==> src/rtl/core/dds_pkg.sv <==
`default_nettype none

package dds_pkg;

	// Fixed geometry and scaling of the chassis.
	localparam logic [11:0] HALF_TRACK_Q10 = 12'd154;
	localparam logic [15:0] PULSE_SCALE_Q8 = 16'd4096;
	localparam logic [3:0]  TIMEOUT_TICKS  = 4'd8;
	localparam int          BRAKE_SLEW_Q8  = 6400;
	localparam int          LEVEL_MAX      = 25600;
	localparam int          TARGET_MAX     = 262143;
	localparam int          TARGET_MIN     = -262144;

	// Division by ten is a multiply by ceil(2^35 / 10) and a shift by 35,
	// exact for any unsigned operand below 2^32.
	localparam logic [31:0] RECIP_TEN      = 32'hCCCC_CCCD;
	localparam int          RECIP_SHIFT    = 35;
	// Bias that keeps the EMA dividend positive; it is ten times 2^26.
	localparam int          EMA_BIAS_LOG2  = 26;

	// Configuration register indexes.
	localparam logic [2:0] CFG_AUTO_MODE   = 3'd0;
	localparam logic [2:0] CFG_RAMP_UP     = 3'd1;
	localparam logic [2:0] CFG_RAMP_DOWN   = 3'd2;
	localparam logic [2:0] CFG_RAMP_TURN   = 3'd3;
	localparam logic [2:0] CFG_DEAD_LIN    = 3'd4;
	localparam logic [2:0] CFG_DEAD_TURN   = 3'd5;
	localparam logic [2:0] CFG_GAIN_P      = 3'd6;
	localparam logic [2:0] CFG_GAIN_D      = 3'd7;

	// Input operation codes.
	localparam logic OP_COMMAND = 1'b0;
	localparam logic OP_TICK    = 1'b1;

	// Datapath step issued by the controller in each cycle.
	typedef enum logic [3:0] {
		STEP_IDLE,
		STEP_STORE,
		STEP_RAMP,
		STEP_DEAD,
		STEP_MUL1,
		STEP_MUL2,
		STEP_TGT,
		STEP_EMAMUL,
		STEP_EMAUPD,
		STEP_BMUL,
		STEP_BUPD
	} step_t;

	typedef struct packed {
		step_t step;
		logic  capture;
		logic  load;
	} dds_cmd_t;

endpackage

`default_nettype wire

==> src/rtl/core/dds_ctrl.sv <==
`default_nettype none

module dds_ctrl (
	input  wire               clk,
	input  wire               arst_n,
	input  wire               in_valid,
	input  wire               operation,
	input  wire               out_stall,
	output logic              in_stall,
	output logic              out_valid,
	output dds_pkg::dds_cmd_t cmd
);

	typedef enum logic [1:0] {
		ST_IDLE,
		ST_RUN,
		ST_HOLD
	} state_t;

	state_t         state_q;
	dds_pkg::step_t step_q;
	logic           out_valid_q;
	logic           capture;
	logic           load;

	assign in_stall  = (state_q != ST_IDLE);
	assign capture   = in_valid && (state_q == ST_IDLE);
	assign load      = (state_q == ST_HOLD) && (!out_valid_q || !out_stall);
	assign out_valid = out_valid_q;

	always_comb begin
		cmd.step    = (state_q == ST_RUN) ? step_q : dds_pkg::STEP_IDLE;
		cmd.capture = capture;
		cmd.load    = load;
	end

	always_ff @(posedge clk or negedge arst_n) begin
		if (!arst_n) begin
			state_q     <= ST_IDLE;
			step_q      <= dds_pkg::STEP_IDLE;
			out_valid_q <= 1'b0;
		end else begin
			if (load) begin
				out_valid_q <= 1'b1;
			end else if (out_valid_q && !out_stall) begin
				out_valid_q <= 1'b0;
			end
			unique case (state_q)
				ST_IDLE: begin
					if (capture) begin
						state_q <= ST_RUN;
						step_q  <= (operation == dds_pkg::OP_TICK) ?
							dds_pkg::STEP_RAMP : dds_pkg::STEP_STORE;
					end
				end
				ST_RUN: begin
					unique case (step_q)
						dds_pkg::STEP_RAMP:   step_q <= dds_pkg::STEP_DEAD;
						dds_pkg::STEP_DEAD:   step_q <= dds_pkg::STEP_MUL1;
						dds_pkg::STEP_MUL1:   step_q <= dds_pkg::STEP_MUL2;
						dds_pkg::STEP_MUL2:   step_q <= dds_pkg::STEP_TGT;
						dds_pkg::STEP_TGT:    step_q <= dds_pkg::STEP_EMAMUL;
						dds_pkg::STEP_EMAMUL: step_q <= dds_pkg::STEP_EMAUPD;
						dds_pkg::STEP_EMAUPD: step_q <= dds_pkg::STEP_BMUL;
						dds_pkg::STEP_BMUL:   step_q <= dds_pkg::STEP_BUPD;
						default: begin
							step_q  <= dds_pkg::STEP_IDLE;
							state_q <= ST_HOLD;
						end
					endcase
				end
				ST_HOLD: begin
					if (load) begin
						state_q <= ST_IDLE;
					end
				end
				default: state_q <= ST_IDLE;
			endcase
		end
	end

endmodule

`default_nettype wire

==> config.mk <==
export PLATFORM = sky130hd
export DESIGN_NAME = dds_ctrl
export DESIGN_NICKNAME = d
export VERILOG_FILES = /design/src/rtl/core/dds_pkg.sv /design/src/rtl/core/dds_ctrl.sv
export SDC_FILE = /design/constraint.sdc
export NUM_CORES = 1
export LEC_CHECK = 0
export ABC_AREA = 1
export BUFFER_PORTS_ARGS = -buffer_cell sky130_fd_sc_hd__buf_2
export CORE_AREA = 2 2 39 41
export DETAILED_ROUTE_END_ITERATION = 10
export DIE_AREA = 0 0 41 43
export GPL_ROUTABILITY_DRIVEN = 1
export PLACE_DENSITY = 0.6
export SYNTH_ARGS = -nofsm -noshare
export SYNTH_HDL_FRONTEND = slang
export SYNTH_SLANG_ARGS = --single-unit
export TNS_END_PERCENT = 10
==> constraint.sdc <==
create_clock -name clk -period 2.5 [get_ports clk]
set_input_delay 0.5 -clock clk [delete_from_list [all_inputs] [get_ports clk]]
set_output_delay 0.5 -clock clk [all_outputs]
set_load 0.01 [all_outputs]
# ---- Word-level counts from Yosys, hierarchy flattened
# Index checks and enable logic that the tools add are counted.
dict set report word_totals {
  reg_bits 7
  input_bits 5
  output_inout_bits 8
  word_cells 40
}
dict set report op_classes {
  n_eq_ne 13
  n_mux 11
  n_reduce_logical 13
}
# cell n
set ops {}
lappend ops {{one-hot mux 4 bit (8 select lines)} 1}
lappend ops {{== test 4 x 3 -> 1 bit (second input constant)} 4}
lappend ops {{== test 4 x 2 -> 1 bit (second input constant)} 2}
lappend ops {{== test 4 bit (second input constant)} 2}
lappend ops {{two-way mux 2 bit} 4}
lappend ops {{two-way mux 4 bit} 2}
lappend ops {{one-hot mux 4 bit (2 select lines)} 1}
lappend ops {{OR reduction 8 bit} 1}
lappend ops {{!= test 2 bit (second input constant)} 3}
lappend ops {{one-hot mux 2 bit (3 select lines)} 1}
lappend ops {{nonzero test 2 bit} 3}
lappend ops {{logical AND 1 bit} 3}
lappend ops {{AND reduction 3 bit} 1}
lappend ops {{== test 2 x 1 -> 1 bit (second input constant)} 1}
lappend ops {{== test 2 bit (second input constant)} 1}
lappend ops {{logical NOT 1 bit} 2}
lappend ops {{logical NOT 2 bit} 1}
lappend ops {{two-way mux 1 bit} 2}
lappend ops {{AND reduction 2 bit} 1}
lappend ops {{logical OR 1 bit} 1}

# ---- Logic depth before layout (Yosys ltp)
# Gate-level depths: netlist of run 1.
dict set report logic_depth {
  depth_word 5
  mapped_depth 6
  depth_no_buf 6
}

# ---- Worst setup path before layout of run 1
# No wires, ideal clock.
dict set report synth_path {
  path_type {flip-flop to output port}
  startpoint {register state_q[0]}
  endpoint {output cmd[0] (netlist name)}
  arrival_time_ns 0.810
  required_time_ns 2.000
  setup_slack_ns 1.190
  stages_incl_launch_ff 5
  n_path_buf 1
  cell_sequence {dfrtp_1 nor2_1 inv_1 a21oi_1 buf_4}
}
dict set report synth_via {
  elab_chain_len 2
}
# element line_no
set synth_rtl {}
lappend synth_rtl {{from (decl)} dds_ctrl.sv:20} ;# state_t state_q;
lappend synth_rtl {{from (signal assigned)} dds_ctrl.sv:39} ;# state_q <= ST_IDLE;
lappend synth_rtl {{from (signal assigned)} dds_ctrl.sv:51} ;# state_q <= ST_RUN;
lappend synth_rtl {{from (signal assigned)} dds_ctrl.sv:68} ;# state_q <= ST_HOLD;
lappend synth_rtl {{== test 2 bit} dds_ctrl.sv:28} ;# assign load = (state_q == ST_HOLD) && (!out_valid_q || !out_stall);
lappend synth_rtl {{logical AND 1 bit} dds_ctrl.sv:28}
lappend synth_rtl {{to (decl)} dds_ctrl.sv:11} ;# output dds_pkg::dds_cmd_t cmd
# No other way between the ends.

==> results of run 1 <==
## synth_stat cells
cell	n	share of area [%]
nand2_1	10	8.5
nand3_1	1	1.1
inv_2	2	1.7
inv_4	1	1.4
o21ai_1	3	3.4
o21ai_2	1	2.0
nand2_2	1	1.4
nand3_2	2	4.6
inv_1	10	8.5
a21oi_1	4	4.6
nand2_4	1	2.6
a21oi_2	2	4.0
o21ai_0	2	2.3
nor2_2	1	1.4
nor2_1	9	7.7
dfrtp_1	7	40
o22ai_1	1	1.4
buf_4	2	3.4
## worst register-to-register path, stage by stage, from the launching register on
cell     delay (ns)
dfrtp_1        0.41
inv_2          0.09
nand3_1        0.11
nand2_2        0.14
nand3_2        0.09
a21oi_2        0.12
## cells in the final DEF (no fill, tap or decap)
master,Yosys,layout
nand2_1,10,10
a21oi_1,4,4
nand3_1,1,1
inv_4,1,1
nor2_1,9,9
inv_2,2,2
nand2_4,1,1
o21ai_1,3,3
o22ai_1,1,1
a21oi_2,2,2
inv_1,10,10
nand2_2,1,1
nand3_2,2,2
o21ai_0,2,2
nor2_2,1,1
o21ai_2,1,1
buf_2,0,12
clkinv_2,0,1
clkbuf_4,0,3
dfrtp_1,7,7
## registers in the layout, summed over array words and instances, names as in the netlist
register,flops
step_q,4
state_q,2
out_valid,1
## power groups by stage
stage	registers (W)	logic, W	clock network (W)
floorplan	0.000191	0.000268	0
global placement	0.000192	0.000342	0
global route	0.000200	0.000396	0.000118
detailed placement	0.000194	0.000347	0
finish	0.000192	0.000349	0.000103
CTS	0.000192	0.000352	0.000109
## area by class of cell
class / instances / share of cell area, %
inverters: 13 / 9.65
flip-flops and latches: 7 / 32.9
clock buffers: 3 / 4.24
multi-input cells: 38 / 37.2
clock inverters: 1 / 0.941
repair buffers: 12 / 11.3
well taps: 16 / 3.76
## kinds of logic after synthesis
kind of cell / after synthesis / synth area share [%]
AND/OR/NAND/NOR: 25 / 27.4
buffers and inverters: 15 / 15.1
flip-flops: 7 / 39.9
AO/OA/AOI/OAI: 13 / 17.7
## per-stage QoR
stage / instance area [µm²] / utilization, %
CTS: 532 / 38.4
global placement: 504 / 36.4
global route: 532 / 38.4
floorplan: 439 / -
detailed placement: 504 / 36.4
finish: 532 / 38.4
## path summary, 6_finish.rpt
path	start	to	slack, ns	depth (start not counted)
max	state_q[0]	cmd[0]	0.88	4
min	arst_n	out_valid	0.07	1
max reg2reg	step_q[2]	step_q[0]	1.46	5
min reg2reg	out_valid	out_valid	0.54	2
max in group asynchronous	arst_n	step_q[1]	2.27	1
min in group clk	out_stall	out_valid	0.49	3
## metal layers
layer	GRT usage [%]	up-vias	share of wire (%)
li1	-	214	-
met1	17.8	184	47
met2	18.4	13	49
met3	1.57	0	4.5
met4	8.00	0	0
met5	0	-	0
==> run_summary.xml, run 1 <==
<?xml version="1.0" encoding="UTF-8"?>
<metrics>
  <group name="drt">
    <metric name="drt_drc_violations_left" unit="">0</metric>
    <metric name="num_vias" unit="">411</metric>
    <metric name="postRouteAntennaNets" unit="">0</metric>
    <metric name="vias_per_cell" unit="">4.57</metric>
    <metric name="routedWlPerCell" unit="µm">10.5</metric>
    <metric name="drtIter0Drc" unit="">10</metric>
    <metric name="first_pass_iters" unit="">4</metric>
    <metric name="drt-total-wl" unit="µm">946</metric>
  </group>
  <group name="critical_path">
    <metric name="critical_path.max_stage_delay" unit="ns">0.43</metric>
    <metric name="critPathBufInv" unit="">2</metric>
    <metric name="cp_data_required_time" unit="ns">2.00</metric>
    <metric name="critical_path.max_fanout" unit="">4</metric>
    <metric name="setup.worst_path.start_class" unit="">flop</metric>
    <metric name="timing.critical_path.to_type" unit="">output pin</metric>
    <metric name="cp.arrival" unit="ns">1.12</metric>
    <metric name="worstSetupPathType" unit="">flop to output pin</metric>
    <metric name="critical_path.cell_chain" unit="">nor2_1 &gt; inv_1 &gt; a21oi_1 &gt; buf_2</metric>
    <metric name="crit_path_top_delay_cell" unit="">dfrtp_1</metric>
    <metric name="critical_path_s_top_delay_family" unit="">flip-flops</metric>
  </group>
  <group name="cells_and_area">
    <metric name="post_route_cells_drive_above_1_share" unit="%">36.5</metric>
    <metric name="area.growth.synth_to_final" unit="%">21.1</metric>
    <metric name="area.sequential" unit="µm²">175</metric>
    <metric name="fillerInstances" unit="">146</metric>
    <metric name="antennaDiodeCount" unit="">0</metric>
    <metric name="post_layout_nonfiller_instances" unit="">90</metric>
    <metric name="finish.net_count" unit="">80</metric>
    <metric name="multiInputGateArea" unit="µm²">198</metric>
  </group>
  <group name="place">
    <metric name="place.gp.congestion" unit="">0.702</metric>
    <metric name="io_buffer_count" unit="">12</metric>
    <metric name="pre_cts_setup_slack" unit="ns">1.15</metric>
    <metric name="final_hpwl_dp" unit="µm">701</metric>
    <metric name="place_inst" unit="">86</metric>
  </group>
  <group name="sta">
    <metric name="tightest_slew" unit="ns">0.232</metric>
    <metric name="rsz0062_at_grt" unit="">false</metric>
    <metric name="slew_headroom" unit="%">84.5</metric>
    <metric name="slew_violations" unit="">0</metric>
    <metric name="finalWorstSetupSlack" unit="ns">0.884</metric>
    <metric name="hold_slack" unit="ns">0.0711</metric>
    <metric name="period_share" unit="%">64.6</metric>
    <metric name="timing.fmax" unit="GHz">0.619</metric>
    <metric name="report.final.hold_viol_count" unit="">0</metric>
    <metric name="fin_worst_skew" unit="ns">0.00266</metric>
    <metric name="timing.final.setup_violations" unit="">0</metric>
    <metric name="timing.final.crit_period" unit="ns">1.62</metric>
    <metric name="tns" unit="ns">0</metric>
  </group>
  <group name="clock_tree">
    <metric name="post_cts_buffers" unit="">0</metric>
    <metric name="clock_sink_count" unit="">7</metric>
    <metric name="cts_resized" unit="">0</metric>
    <metric name="cts_tree" unit="">yes</metric>
    <metric name="cts.path.max_buffers" unit="">2</metric>
    <metric name="clockRootBuffer" unit="">clkbuf_4</metric>
    <metric name="clock_latency_of_the_later_clocked_register_in_the_worst_skew_pair" unit="ns">0.25</metric>
    <metric name="cts.reportedPaths.clkPinSlew" unit="ns">0.06</metric>
    <metric name="htree_levels" unit="">1</metric>
    <metric name="cts_made_buffers" unit="">3</metric>
    <metric name="hold_buffers" unit="">0</metric>
  </group>
  <group name="pwr">
    <metric name="power.share.sequential" unit="%">29.8</metric>
    <metric name="pwr_density_cell" unit="nW/µm²">1210</metric>
    <metric name="clockPowerShare" unit="%">16.1</metric>
    <metric name="irDropWorstVdd" unit="mV">0.482</metric>
    <metric name="cellInternalPower" unit="W">0.000335</metric>
    <metric name="comb_power_share" unit="%">54.1</metric>
    <metric name="switching_power" unit="W">0.000309</metric>
    <metric name="switching_share" unit="%">48.0</metric>
    <metric name="leakagePower" unit="nW">0.298</metric>
    <metric name="finalPower" unit="W">0.000644</metric>
  </group>
  <group name="run">
    <metric name="maxCapViolations" unit="">0</metric>
  </group>
  <group name="global_routing">
    <metric name="grt.total_usage" unit="%">13.0</metric>
    <metric name="first_global_vias" unit="">392</metric>
    <metric name="grt_max_degree" unit="">9</metric>
    <metric name="grt_first_pass_wirelength" unit="mm">1.51</metric>
    <metric name="antenna_found_initial" unit="">0</metric>
    <metric name="globalRouteOverflowTotal" unit="">0</metric>
  </group>
  <group name="synthesis">
    <metric name="yosys.cell_types.count" unit="">18</metric>
    <metric name="post_synth.cell_area_avg" unit="µm²">7.32</metric>
    <metric name="syn_area" unit="µm²">439</metric>
    <metric name="ys_seq_area_share" unit="%">39.9</metric>
    <metric name="syn-num-nets" unit="">65</metric>
    <metric name="postSynthRegisterBits" unit="">7</metric>
    <metric name="yosys_warnings" unit="">0</metric>
    <metric name="synth_cells" unit="">60</metric>
  </group>
  <group name="die">
    <metric name="die_h" unit="µm">43</metric>
    <metric name="fp.dieW" unit="µm">41</metric>
    <metric name="num_io_pins" unit="">13</metric>
    <metric name="core.rowCount" unit="">14</metric>
    <metric name="die-area" unit="µm²">1760</metric>
    <metric name="core_area" unit="µm²">1380</metric>
    <metric name="initial_core_util" unit="%">31.7</metric>
  </group>
  <group name="run_status">
    <metric name="status" unit="">completed</metric>
  </group>
  <group name="hold_path">
    <metric name="min-delay-path-class" unit="">input port to asynchronous set/reset pin</metric>
  </group>
</metrics>
(Power assumes the default switching activity.)
==> run 2, diff against run 1 <==
--- a/config.mk
+++ b/config.mk
@@ -5,7 +5,7 @@
 export SDC_FILE = /design/constraint.sdc
 export NUM_CORES = 1
 export LEC_CHECK = 0
-export ABC_AREA = 1
+export ABC_AREA = 0
 export BUFFER_PORTS_ARGS = -buffer_cell sky130_fd_sc_hd__buf_2
 export CORE_AREA = 2 2 39 41
 export DETAILED_ROUTE_END_ITERATION = 10
==> constraint.sdc (replaced) <==
create_clock -name clk -period 1.7 [get_ports clk]
set_input_delay 0.34 -clock clk [delete_from_list [all_inputs] [get_ports clk]]
set_output_delay 0.34 -clock clk [all_outputs]
set_load 0.01 [all_outputs]
==> run 2 against run 1 <==
Against the previous run: critical endpoint is now cmd[2]; setup slack lost 0.78 ns; non-clock buffer count rose by 1; sequential power grew 74%; largest cell class unchanged; final cell count down 16%; synthesized cell count shrank 22%.
==> run_summary.xml, run 2 <==
<?xml version="1.0" encoding="UTF-8"?>
<metrics>
  <group name="run_status">
    <metric name="status" unit="">completed</metric>
  </group>
  <group name="synthesis">
    <metric name="synth-simple-area-share" unit="%">24.5</metric>
    <metric name="share_of_cell_area_taken_by_muxes_after_synthesis" unit="%">2.31</metric>
    <metric name="syn_area" unit="µm²">434</metric>
    <metric name="postSynth.topFlopCell" unit="">dfrtp_1</metric>
    <metric name="synth.cells.most_frequent" unit="">dfrtp_1, nand2_1, and2_1, nor2_1</metric>
    <metric name="ys_top_cells_by_area" unit="">dfrtp_1, buf_6, and2_1</metric>
    <metric name="postSynthRegisterBits" unit="">7</metric>
    <metric name="synth_xor_area_share" unit="%">6.05</metric>
    <metric name="yosys_top_cell_by_area" unit="">dfrtp_1</metric>
    <metric name="synth_cells" unit="">47</metric>
    <metric name="synth_compound_gate_area_share" unit="%">16.4</metric>
    <metric name="largest_family_of_logic_cells_by_synthesized_area" unit="">simple AND/OR/NAND/NOR gates</metric>
    <metric name="ys_seq_area_share" unit="%">40.3</metric>
    <metric name="synth_top_area_share" unit="%">40.3</metric>
    <metric name="yosys_warnings" unit="">0</metric>
    <metric name="yosys.cell_types.count" unit="">27</metric>
    <metric name="syn-num-nets" unit="">52</metric>
    <metric name="synth-adder-area-share" unit="%">0</metric>
    <metric name="edff_count_synth" unit="">0</metric>
    <metric name="async_flop_share" unit="%">100</metric>
    <metric name="yosys.cell_count.top_type" unit="">dfrtp_1</metric>
    <metric name="post_synth.cell_area_avg" unit="µm²">9.24</metric>
  </group>
  <group name="cells_and_area">
    <metric name="final_common_cell" unit="">buf_2</metric>
    <metric name="mostFrequentLayoutCells" unit="">buf_2, dfrtp_1, nand2_1</metric>
    <metric name="antennaDiodeCount" unit="">0</metric>
    <metric name="area.growth.synth_to_final" unit="%">18.2</metric>
    <metric name="layout.core_utilization" unit="%">37.1</metric>
    <metric name="max_flop_register" unit="">step_q</metric>
    <metric name="finish.net_count" unit="">66</metric>
    <metric name="post_route_cells_drive_above_1_share" unit="%">25.0</metric>
    <metric name="largest_register_ff_count" unit="">4</metric>
  </group>
  <group name="drt">
    <metric name="vias_per_cell" unit="">4.74</metric>
    <metric name="drt_drc_violations_left" unit="">0</metric>
    <metric name="num_vias" unit="">360</metric>
    <metric name="first_pass_iters" unit="">4</metric>
    <metric name="routedWlPerCell" unit="µm">11.1</metric>
    <metric name="drtIter0Drc" unit="">6</metric>
    <metric name="drt-total-wl" unit="µm">845</metric>
    <metric name="postRouteAntennaNets" unit="">0</metric>
  </group>
  <group name="sta">
    <metric name="timing.final.crit_period" unit="ns">1.60</metric>
    <metric name="slew_violations" unit="">0</metric>
    <metric name="tightest_slew" unit="ns">0.349</metric>
    <metric name="tns" unit="ns">0</metric>
    <metric name="rsz0062_at_grt" unit="">false</metric>
    <metric name="timing.final.setup_violations" unit="">0</metric>
    <metric name="timing.fmax" unit="GHz">0.626</metric>
    <metric name="fin_worst_skew" unit="ns">0.00697</metric>
    <metric name="period_share" unit="%">94.0</metric>
    <metric name="finalWorstSetupSlack" unit="ns">0.102</metric>
    <metric name="report.final.hold_viol_count" unit="">0</metric>
    <metric name="slew_headroom" unit="%">76.7</metric>
    <metric name="hold_slack" unit="ns">0.321</metric>
  </group>
  <group name="critical_path">
    <metric name="cp.arrival" unit="ns">1.26</metric>
    <metric name="setup.worst_path.start_class" unit="">flop</metric>
    <metric name="timing.rr.start" unit="">state_q[0]</metric>
    <metric name="critical_path.max_fanout" unit="">7</metric>
    <metric name="timing.critical_path.to_type" unit="">output pin</metric>
    <metric name="setup.reg_to_reg.worst_slack" unit="ns">0.52</metric>
    <metric name="timing.critical_path.from" unit="">state_q[1]</metric>
    <metric name="timing.rr.end" unit="">step_q[0]</metric>
    <metric name="cp_data_required_time" unit="ns">1.36</metric>
    <metric name="crit_end" unit="">cmd[2]</metric>
    <metric name="r2r_cells" unit="">3</metric>
    <metric name="worstSetupPathType" unit="">flop to output pin</metric>
  </group>
  <group name="pwr">
    <metric name="irDropWorstVdd" unit="mV">0.709</metric>
    <metric name="pwr_density_cell" unit="nW/µm²">1680</metric>
    <metric name="leakagePower" unit="nW">0.262</metric>
    <metric name="finalPower" unit="W">0.000860</metric>
  </group>
  <group name="clock_tree">
    <metric name="cts_tree" unit="">yes</metric>
    <metric name="htree_levels" unit="">1</metric>
    <metric name="clockRootBuffer" unit="">clkbuf_4</metric>
    <metric name="cts.path.max_buffers" unit="">2</metric>
    <metric name="post_cts_buffers" unit="">0</metric>
    <metric name="cts.reportedPaths.clkPinSlew" unit="ns">0.05</metric>
    <metric name="clock_latency_of_the_later_clocked_register_in_the_worst_skew_pair" unit="ns">0.25</metric>
    <metric name="clock_sink_count" unit="">7</metric>
    <metric name="cts_made_buffers" unit="">3</metric>
  </group>
  <group name="run">
    <metric name="maxCapViolations" unit="">0</metric>
  </group>
  <group name="global_routing">
    <metric name="grt_max_degree" unit="">9</metric>
    <metric name="grt_first_pass_wirelength" unit="mm">1.37</metric>
    <metric name="globalRouteOverflowTotal" unit="">0</metric>
    <metric name="first_global_vias" unit="">313</metric>
    <metric name="grt.total_usage" unit="%">11.9</metric>
    <metric name="antenna_found_initial" unit="">0</metric>
  </group>
  <group name="place">
    <metric name="final_hpwl_dp" unit="µm">653</metric>
    <metric name="place.gp.congestion" unit="">0.711</metric>
    <metric name="pre_cts_setup_slack" unit="ns">0.392</metric>
    <metric name="io_buffer_count" unit="">12</metric>
  </group>
  <group name="hold_path">
    <metric name="min-delay-path-class" unit="">input port to flop</metric>
  </group>
  <group name="die">
    <metric name="num_io_pins" unit="">13</metric>
    <metric name="fp.dieW" unit="µm">41</metric>
    <metric name="die-area" unit="µm²">1760</metric>
    <metric name="core.rowCount" unit="">14</metric>
    <metric name="core_area" unit="µm²">1380</metric>
    <metric name="die_h" unit="µm">43</metric>
    <metric name="initial_core_util" unit="%">31.4</metric>
  </group>
</metrics>
run 2: cell types whose count changed in the layout (fill, tap and decap cells not counted), sizes merged, moves of 2 or more:
cell   before  now
nand2      12    4
inv        13    2
o21ai       6    2
nand3       3    0
nor3b       0    2
nor2       10    3
a21oi       6    2
xor2        0    2
and2        0    3
nor3        0    2
run 2: timing repair:
action                    in CTS  in global routing
hold endpoints to repair       7                  0
gates resized for setup        0                  0
hold buffers                   1                  0
run 2: per-stage QoR:
step	cells	area [µm²]
4_1_cts	76	513
2_1_floorplan	47	434
5_1_grt	76	513
3_5_place_dp	71	477
3_3_place_gp	71	477
6_report	76	513
run 2: report_power, final:
| part | internal (W) | switching, W | leakage [nW] | total [W] |
|---|---|---|---|---|
| Sequential | 0.000232 | 0.000103 | 0.0912 | 0.000335 |
| Clock | 0.0000894 | 0.0000589 | 0.0150 | 0.000148 |
| Combinational | 0.000177 | 0.000201 | 0.156 | 0.000377 |
| Total | 0.000498 | 0.000362 | 0.262 | 0.000860 |
run 2: worst min path at each step:
| stage | from | endpoint | slack [ns] | depth (start not counted) |
|---|---|---|---|---|
| floorplan | arst_n | out_valid | 0.04 | 0 |
| global placement | arst_n | step_q[2] | 0.18 | 1 |
| detailed placement | arst_n | out_valid | 0.19 | 1 |
| CTS | out_stall | out_valid | 0.32 | 3 |
| global route | out_stall | out_valid | 0.34 | 3 |
| finish | out_stall | out_valid | 0.32 | 3 |
run 2: cell families (layout without fill, tap and decap cells):
| family | Yosys count | in the layout |
|---|---|---|
| AND/OR/NAND/NOR | 19 | 19 |
| AO/OA/AOI/OAI | 11 | 11 |
| flip-flops | 7 | 7 |
| buffers and inverters | 6 | 19 |
| XOR/XNOR | 3 | 3 |
| multiplexers | 1 | 1 |
run 2: area by class of cell:
type                            count  area, µm²
Clock buffer                        4       26.3
Fill cell                         147        871
Inverter                            2       7.51
Multi-Input combinational cell     34        214
Sequential cell                     7        175
Tap cell                           16       20.0
Timing Repair Buffer               13       70.1
run 2: worst max-delay path, cell delays in order, from the launching register on:
cell and delay [ns]:
dfrtp_1 0.42, and2b_1 0.32, and2_1 0.15, buf_2 0.12
run 2: routing by layer:
layer	global-route usage (%)	up-vias	wire, µm
met3	7.85	0	52
met1	15.1	164	396
li1	-	186	-
met5	0	-	0
met2	16.9	10	397
met4	2.00	0	0
==> run 3, diff against run 2 <==
--- a/config.mk
+++ b/config.mk
@@ -12,6 +12,7 @@
 export DIE_AREA = 0 0 41 43
 export GPL_ROUTABILITY_DRIVEN = 1
 export PLACE_DENSITY = 0.6
+export SETUP_SLACK_MARGIN = 0.3
 export SYNTH_ARGS = -nofsm -noshare
 export SYNTH_HDL_FRONTEND = slang
 export SYNTH_SLANG_ARGS = --single-unit
==> run 3 against run 2 <==
Against the previous run: setup slack better by 0.049 ns; global-route usage rose by 0.30 points; critical path type unchanged; final cell count rose by 1.3%; sequential share of layout area is 0.57 points lower; first-iteration DRC count shrank 33%; hold slack got worse by 0.0012 ns; core utilization grew 0.63 points; routed wire length is 3.4% higher.
==> run_summary.xml, run 3 (same netlist as run 2, synthesis figures left out) <==
<?xml version="1.0" encoding="UTF-8"?>
<metrics>
  <group name="run_status">
    <metric name="status" unit="">completed</metric>
  </group>
  <group name="place">
    <metric name="place.gp.congestion" unit="">0.711</metric>
    <metric name="final_hpwl_dp" unit="µm">653</metric>
    <metric name="pre_cts_setup_slack" unit="ns">0.392</metric>
    <metric name="io_buffer_count" unit="">12</metric>
  </group>
  <group name="critical_path">
    <metric name="timing.rr.end" unit="">step_q[0]</metric>
    <metric name="critical_path.max_stage_delay" unit="ns">0.41</metric>
    <metric name="setup.worst_path.start_class" unit="">flop</metric>
    <metric name="critical_path_s_top_delay_family" unit="">simple AND/OR/NAND/NOR gates</metric>
    <metric name="critPathBufInv" unit="">1</metric>
    <metric name="r2r_cells" unit="">4</metric>
    <metric name="critical_path.cell_chain" unit="">and2b_2 &gt; and2_1 &gt; buf_2</metric>
    <metric name="cp.arrival" unit="ns">1.21</metric>
    <metric name="timing.rr.start" unit="">state_q[1]</metric>
    <metric name="crit_path_top_delay_cell" unit="">dfrtp_1</metric>
    <metric name="setup.reg_to_reg.worst_slack" unit="ns">0.48</metric>
    <metric name="timing.critical_path.to_type" unit="">output pin</metric>
    <metric name="critical_path.max_fanout" unit="">6</metric>
    <metric name="cp_data_required_time" unit="ns">1.36</metric>
    <metric name="worstSetupPathType" unit="">flop to output pin</metric>
  </group>
  <group name="pwr">
    <metric name="cellInternalPower" unit="W">0.000515</metric>
    <metric name="clockPowerShare" unit="%">16.9</metric>
    <metric name="pwr_density_cell" unit="nW/µm²">1690</metric>
    <metric name="leakagePower" unit="nW">0.267</metric>
    <metric name="comb_power_share" unit="%">45.3</metric>
    <metric name="switching_power" unit="W">0.000369</metric>
    <metric name="switching_share" unit="%">41.8</metric>
    <metric name="power.share.sequential" unit="%">37.9</metric>
    <metric name="irDropWorstVdd" unit="mV">0.710</metric>
  </group>
  <group name="drt">
    <metric name="routedWlPerCell" unit="µm">11.4</metric>
    <metric name="vias_per_cell" unit="">4.84</metric>
    <metric name="drtIter0Drc" unit="">4</metric>
    <metric name="first_pass_iters" unit="">4</metric>
    <metric name="postRouteAntennaNets" unit="">0</metric>
    <metric name="num_vias" unit="">373</metric>
    <metric name="drt-total-wl" unit="µm">874</metric>
    <metric name="drt_drc_violations_left" unit="">0</metric>
  </group>
  <group name="clock_tree">
    <metric name="clockRootBuffer" unit="">clkbuf_4</metric>
    <metric name="cts.reportedPaths.clkPinSlew" unit="ns">0.05</metric>
    <metric name="cts_made_buffers" unit="">3</metric>
    <metric name="clock_sink_count" unit="">7</metric>
    <metric name="cts_tree" unit="">yes</metric>
    <metric name="clock_latency_of_the_later_clocked_register_in_the_worst_skew_pair" unit="ns">0.25</metric>
    <metric name="cts.path.max_buffers" unit="">2</metric>
    <metric name="htree_levels" unit="">1</metric>
  </group>
  <group name="die">
    <metric name="initial_core_util" unit="%">31.4</metric>
    <metric name="core_area" unit="µm²">1380</metric>
    <metric name="num_io_pins" unit="">13</metric>
    <metric name="core.rowCount" unit="">14</metric>
    <metric name="die-area" unit="µm²">1760</metric>
    <metric name="die_h" unit="µm">43</metric>
    <metric name="fp.dieW" unit="µm">41</metric>
  </group>
  <group name="hold_path">
    <metric name="min_delay_endpoint" unit="">out_valid</metric>
    <metric name="holdCritStartpoint" unit="">out_stall</metric>
    <metric name="min-delay-path-class" unit="">input port to flop</metric>
    <metric name="cell_count_of_the_worst_hold_path" unit="">3</metric>
  </group>
  <group name="sta">
    <metric name="timing.final.crit_period" unit="ns">1.55</metric>
    <metric name="rsz0062_at_grt" unit="">true</metric>
    <metric name="slew_headroom" unit="%">76.6</metric>
    <metric name="tns" unit="ns">0</metric>
    <metric name="period_share" unit="%">91.1</metric>
    <metric name="timing.fmax" unit="GHz">0.646</metric>
    <metric name="finalWorstSetupSlack" unit="ns">0.152</metric>
    <metric name="hold_slack" unit="ns">0.320</metric>
    <metric name="report.final.hold_viol_count" unit="">0</metric>
    <metric name="slew_violations" unit="">0</metric>
    <metric name="timing.final.setup_violations" unit="">0</metric>
    <metric name="tightest_slew" unit="ns">0.350</metric>
    <metric name="fin_worst_skew" unit="ns">0.00717</metric>
  </group>
  <group name="global_routing">
    <metric name="grt_first_pass_wirelength" unit="mm">1.40</metric>
    <metric name="grt.total_usage" unit="%">12.2</metric>
    <metric name="globalRouteOverflowTotal" unit="">0</metric>
    <metric name="antenna_found_initial" unit="">0</metric>
    <metric name="first_global_vias" unit="">316</metric>
    <metric name="grt_max_degree" unit="">9</metric>
  </group>
  <group name="run">
    <metric name="maxCapViolations" unit="">0</metric>
  </group>
  <group name="cells_and_area">
    <metric name="final_common_cell" unit="">buf_2</metric>
    <metric name="finish.net_count" unit="">67</metric>
    <metric name="post_route_cells_drive_above_1_share" unit="%">27.9</metric>
    <metric name="area.growth.synth_to_final" unit="%">20.2</metric>
    <metric name="antennaDiodeCount" unit="">0</metric>
    <metric name="max_flop_register" unit="">step_q</metric>
    <metric name="mostFrequentLayoutCells" unit="">buf_2, dfrtp_1, nand2_1</metric>
    <metric name="largest_register_ff_count" unit="">4</metric>
  </group>
</metrics>
run 3: layout make-up:
type	instances	area [µm²]
Sequential cell	7	175
Tap cell	16	20.0
Fill cell	145	862
Multi-Input combinational cell	34	215
Clock buffer	4	26.3
Timing Repair Buffer	14	77.6
Inverter	2	7.51
run 3: per-layer routing:
layer	routed length, µm	GRT usage, %	vias up
met3	74	7.85	0
met5	0	0	-
met2	425	17.5	17
met1	374	15.4	167
met4	0	2.00	0
li1	-	-	189
run 3: worst max-delay path by stage:
stage,start,endpoint,slack [ns],depth (start not counted)
2_1_floorplan,state_q[0],cmd[0],0.48,3
3_3_place_gp,state_q[1],cmd[2],0.37,3
3_5_place_dp,state_q[1],cmd[5],0.39,3
4_1_cts,state_q[1],cmd[2],0.15,3
5_1_grt,state_q[0],cmd[0],0.08,3
6_report,state_q[1],cmd[2],0.15,3
run 3: repair_timing:
item	4_1_cts	5_1_grt
cloned	0	0
endpoints found under the setup margin	6	6
hold endpoints to repair	7	0
setup buffers	1	0
hold buffers	1	0
resized for setup	1	0
run 3: worst min-delay path, delay by kind of cell:
kind	cells	cell delay, ns
AND/OR/NAND/NOR	2	0.12
buffers and inverters	1	0.09
run 3: power groups by stage:
stage	combinational, W	clock [W]	sequential (W)
after floorplan	0.000335	0	0.000300
after global placement	0.000381	0	0.000334
after detailed placement	0.000384	0	0.000333
after CTS	0.000407	0.000157	0.000333
after global routing	0.000458	0.000169	0.000350
final	0.000400	0.000149	0.000335
run 3: metrics by stage:
step / utilization [%] / total power (W) / instances / instance area, µm²
finish: 37.7 / 0.000884 / 77 / 522
global route: 37.7 / 0.000977 / 77 / 522
CTS: 37.7 / 0.000896 / 77 / 522
detailed placement: 34.4 / 0.000717 / 71 / 477
global placement: 34.4 / 0.000714 / 71 / 477
floorplan: - / 0.000636 / 47 / 434
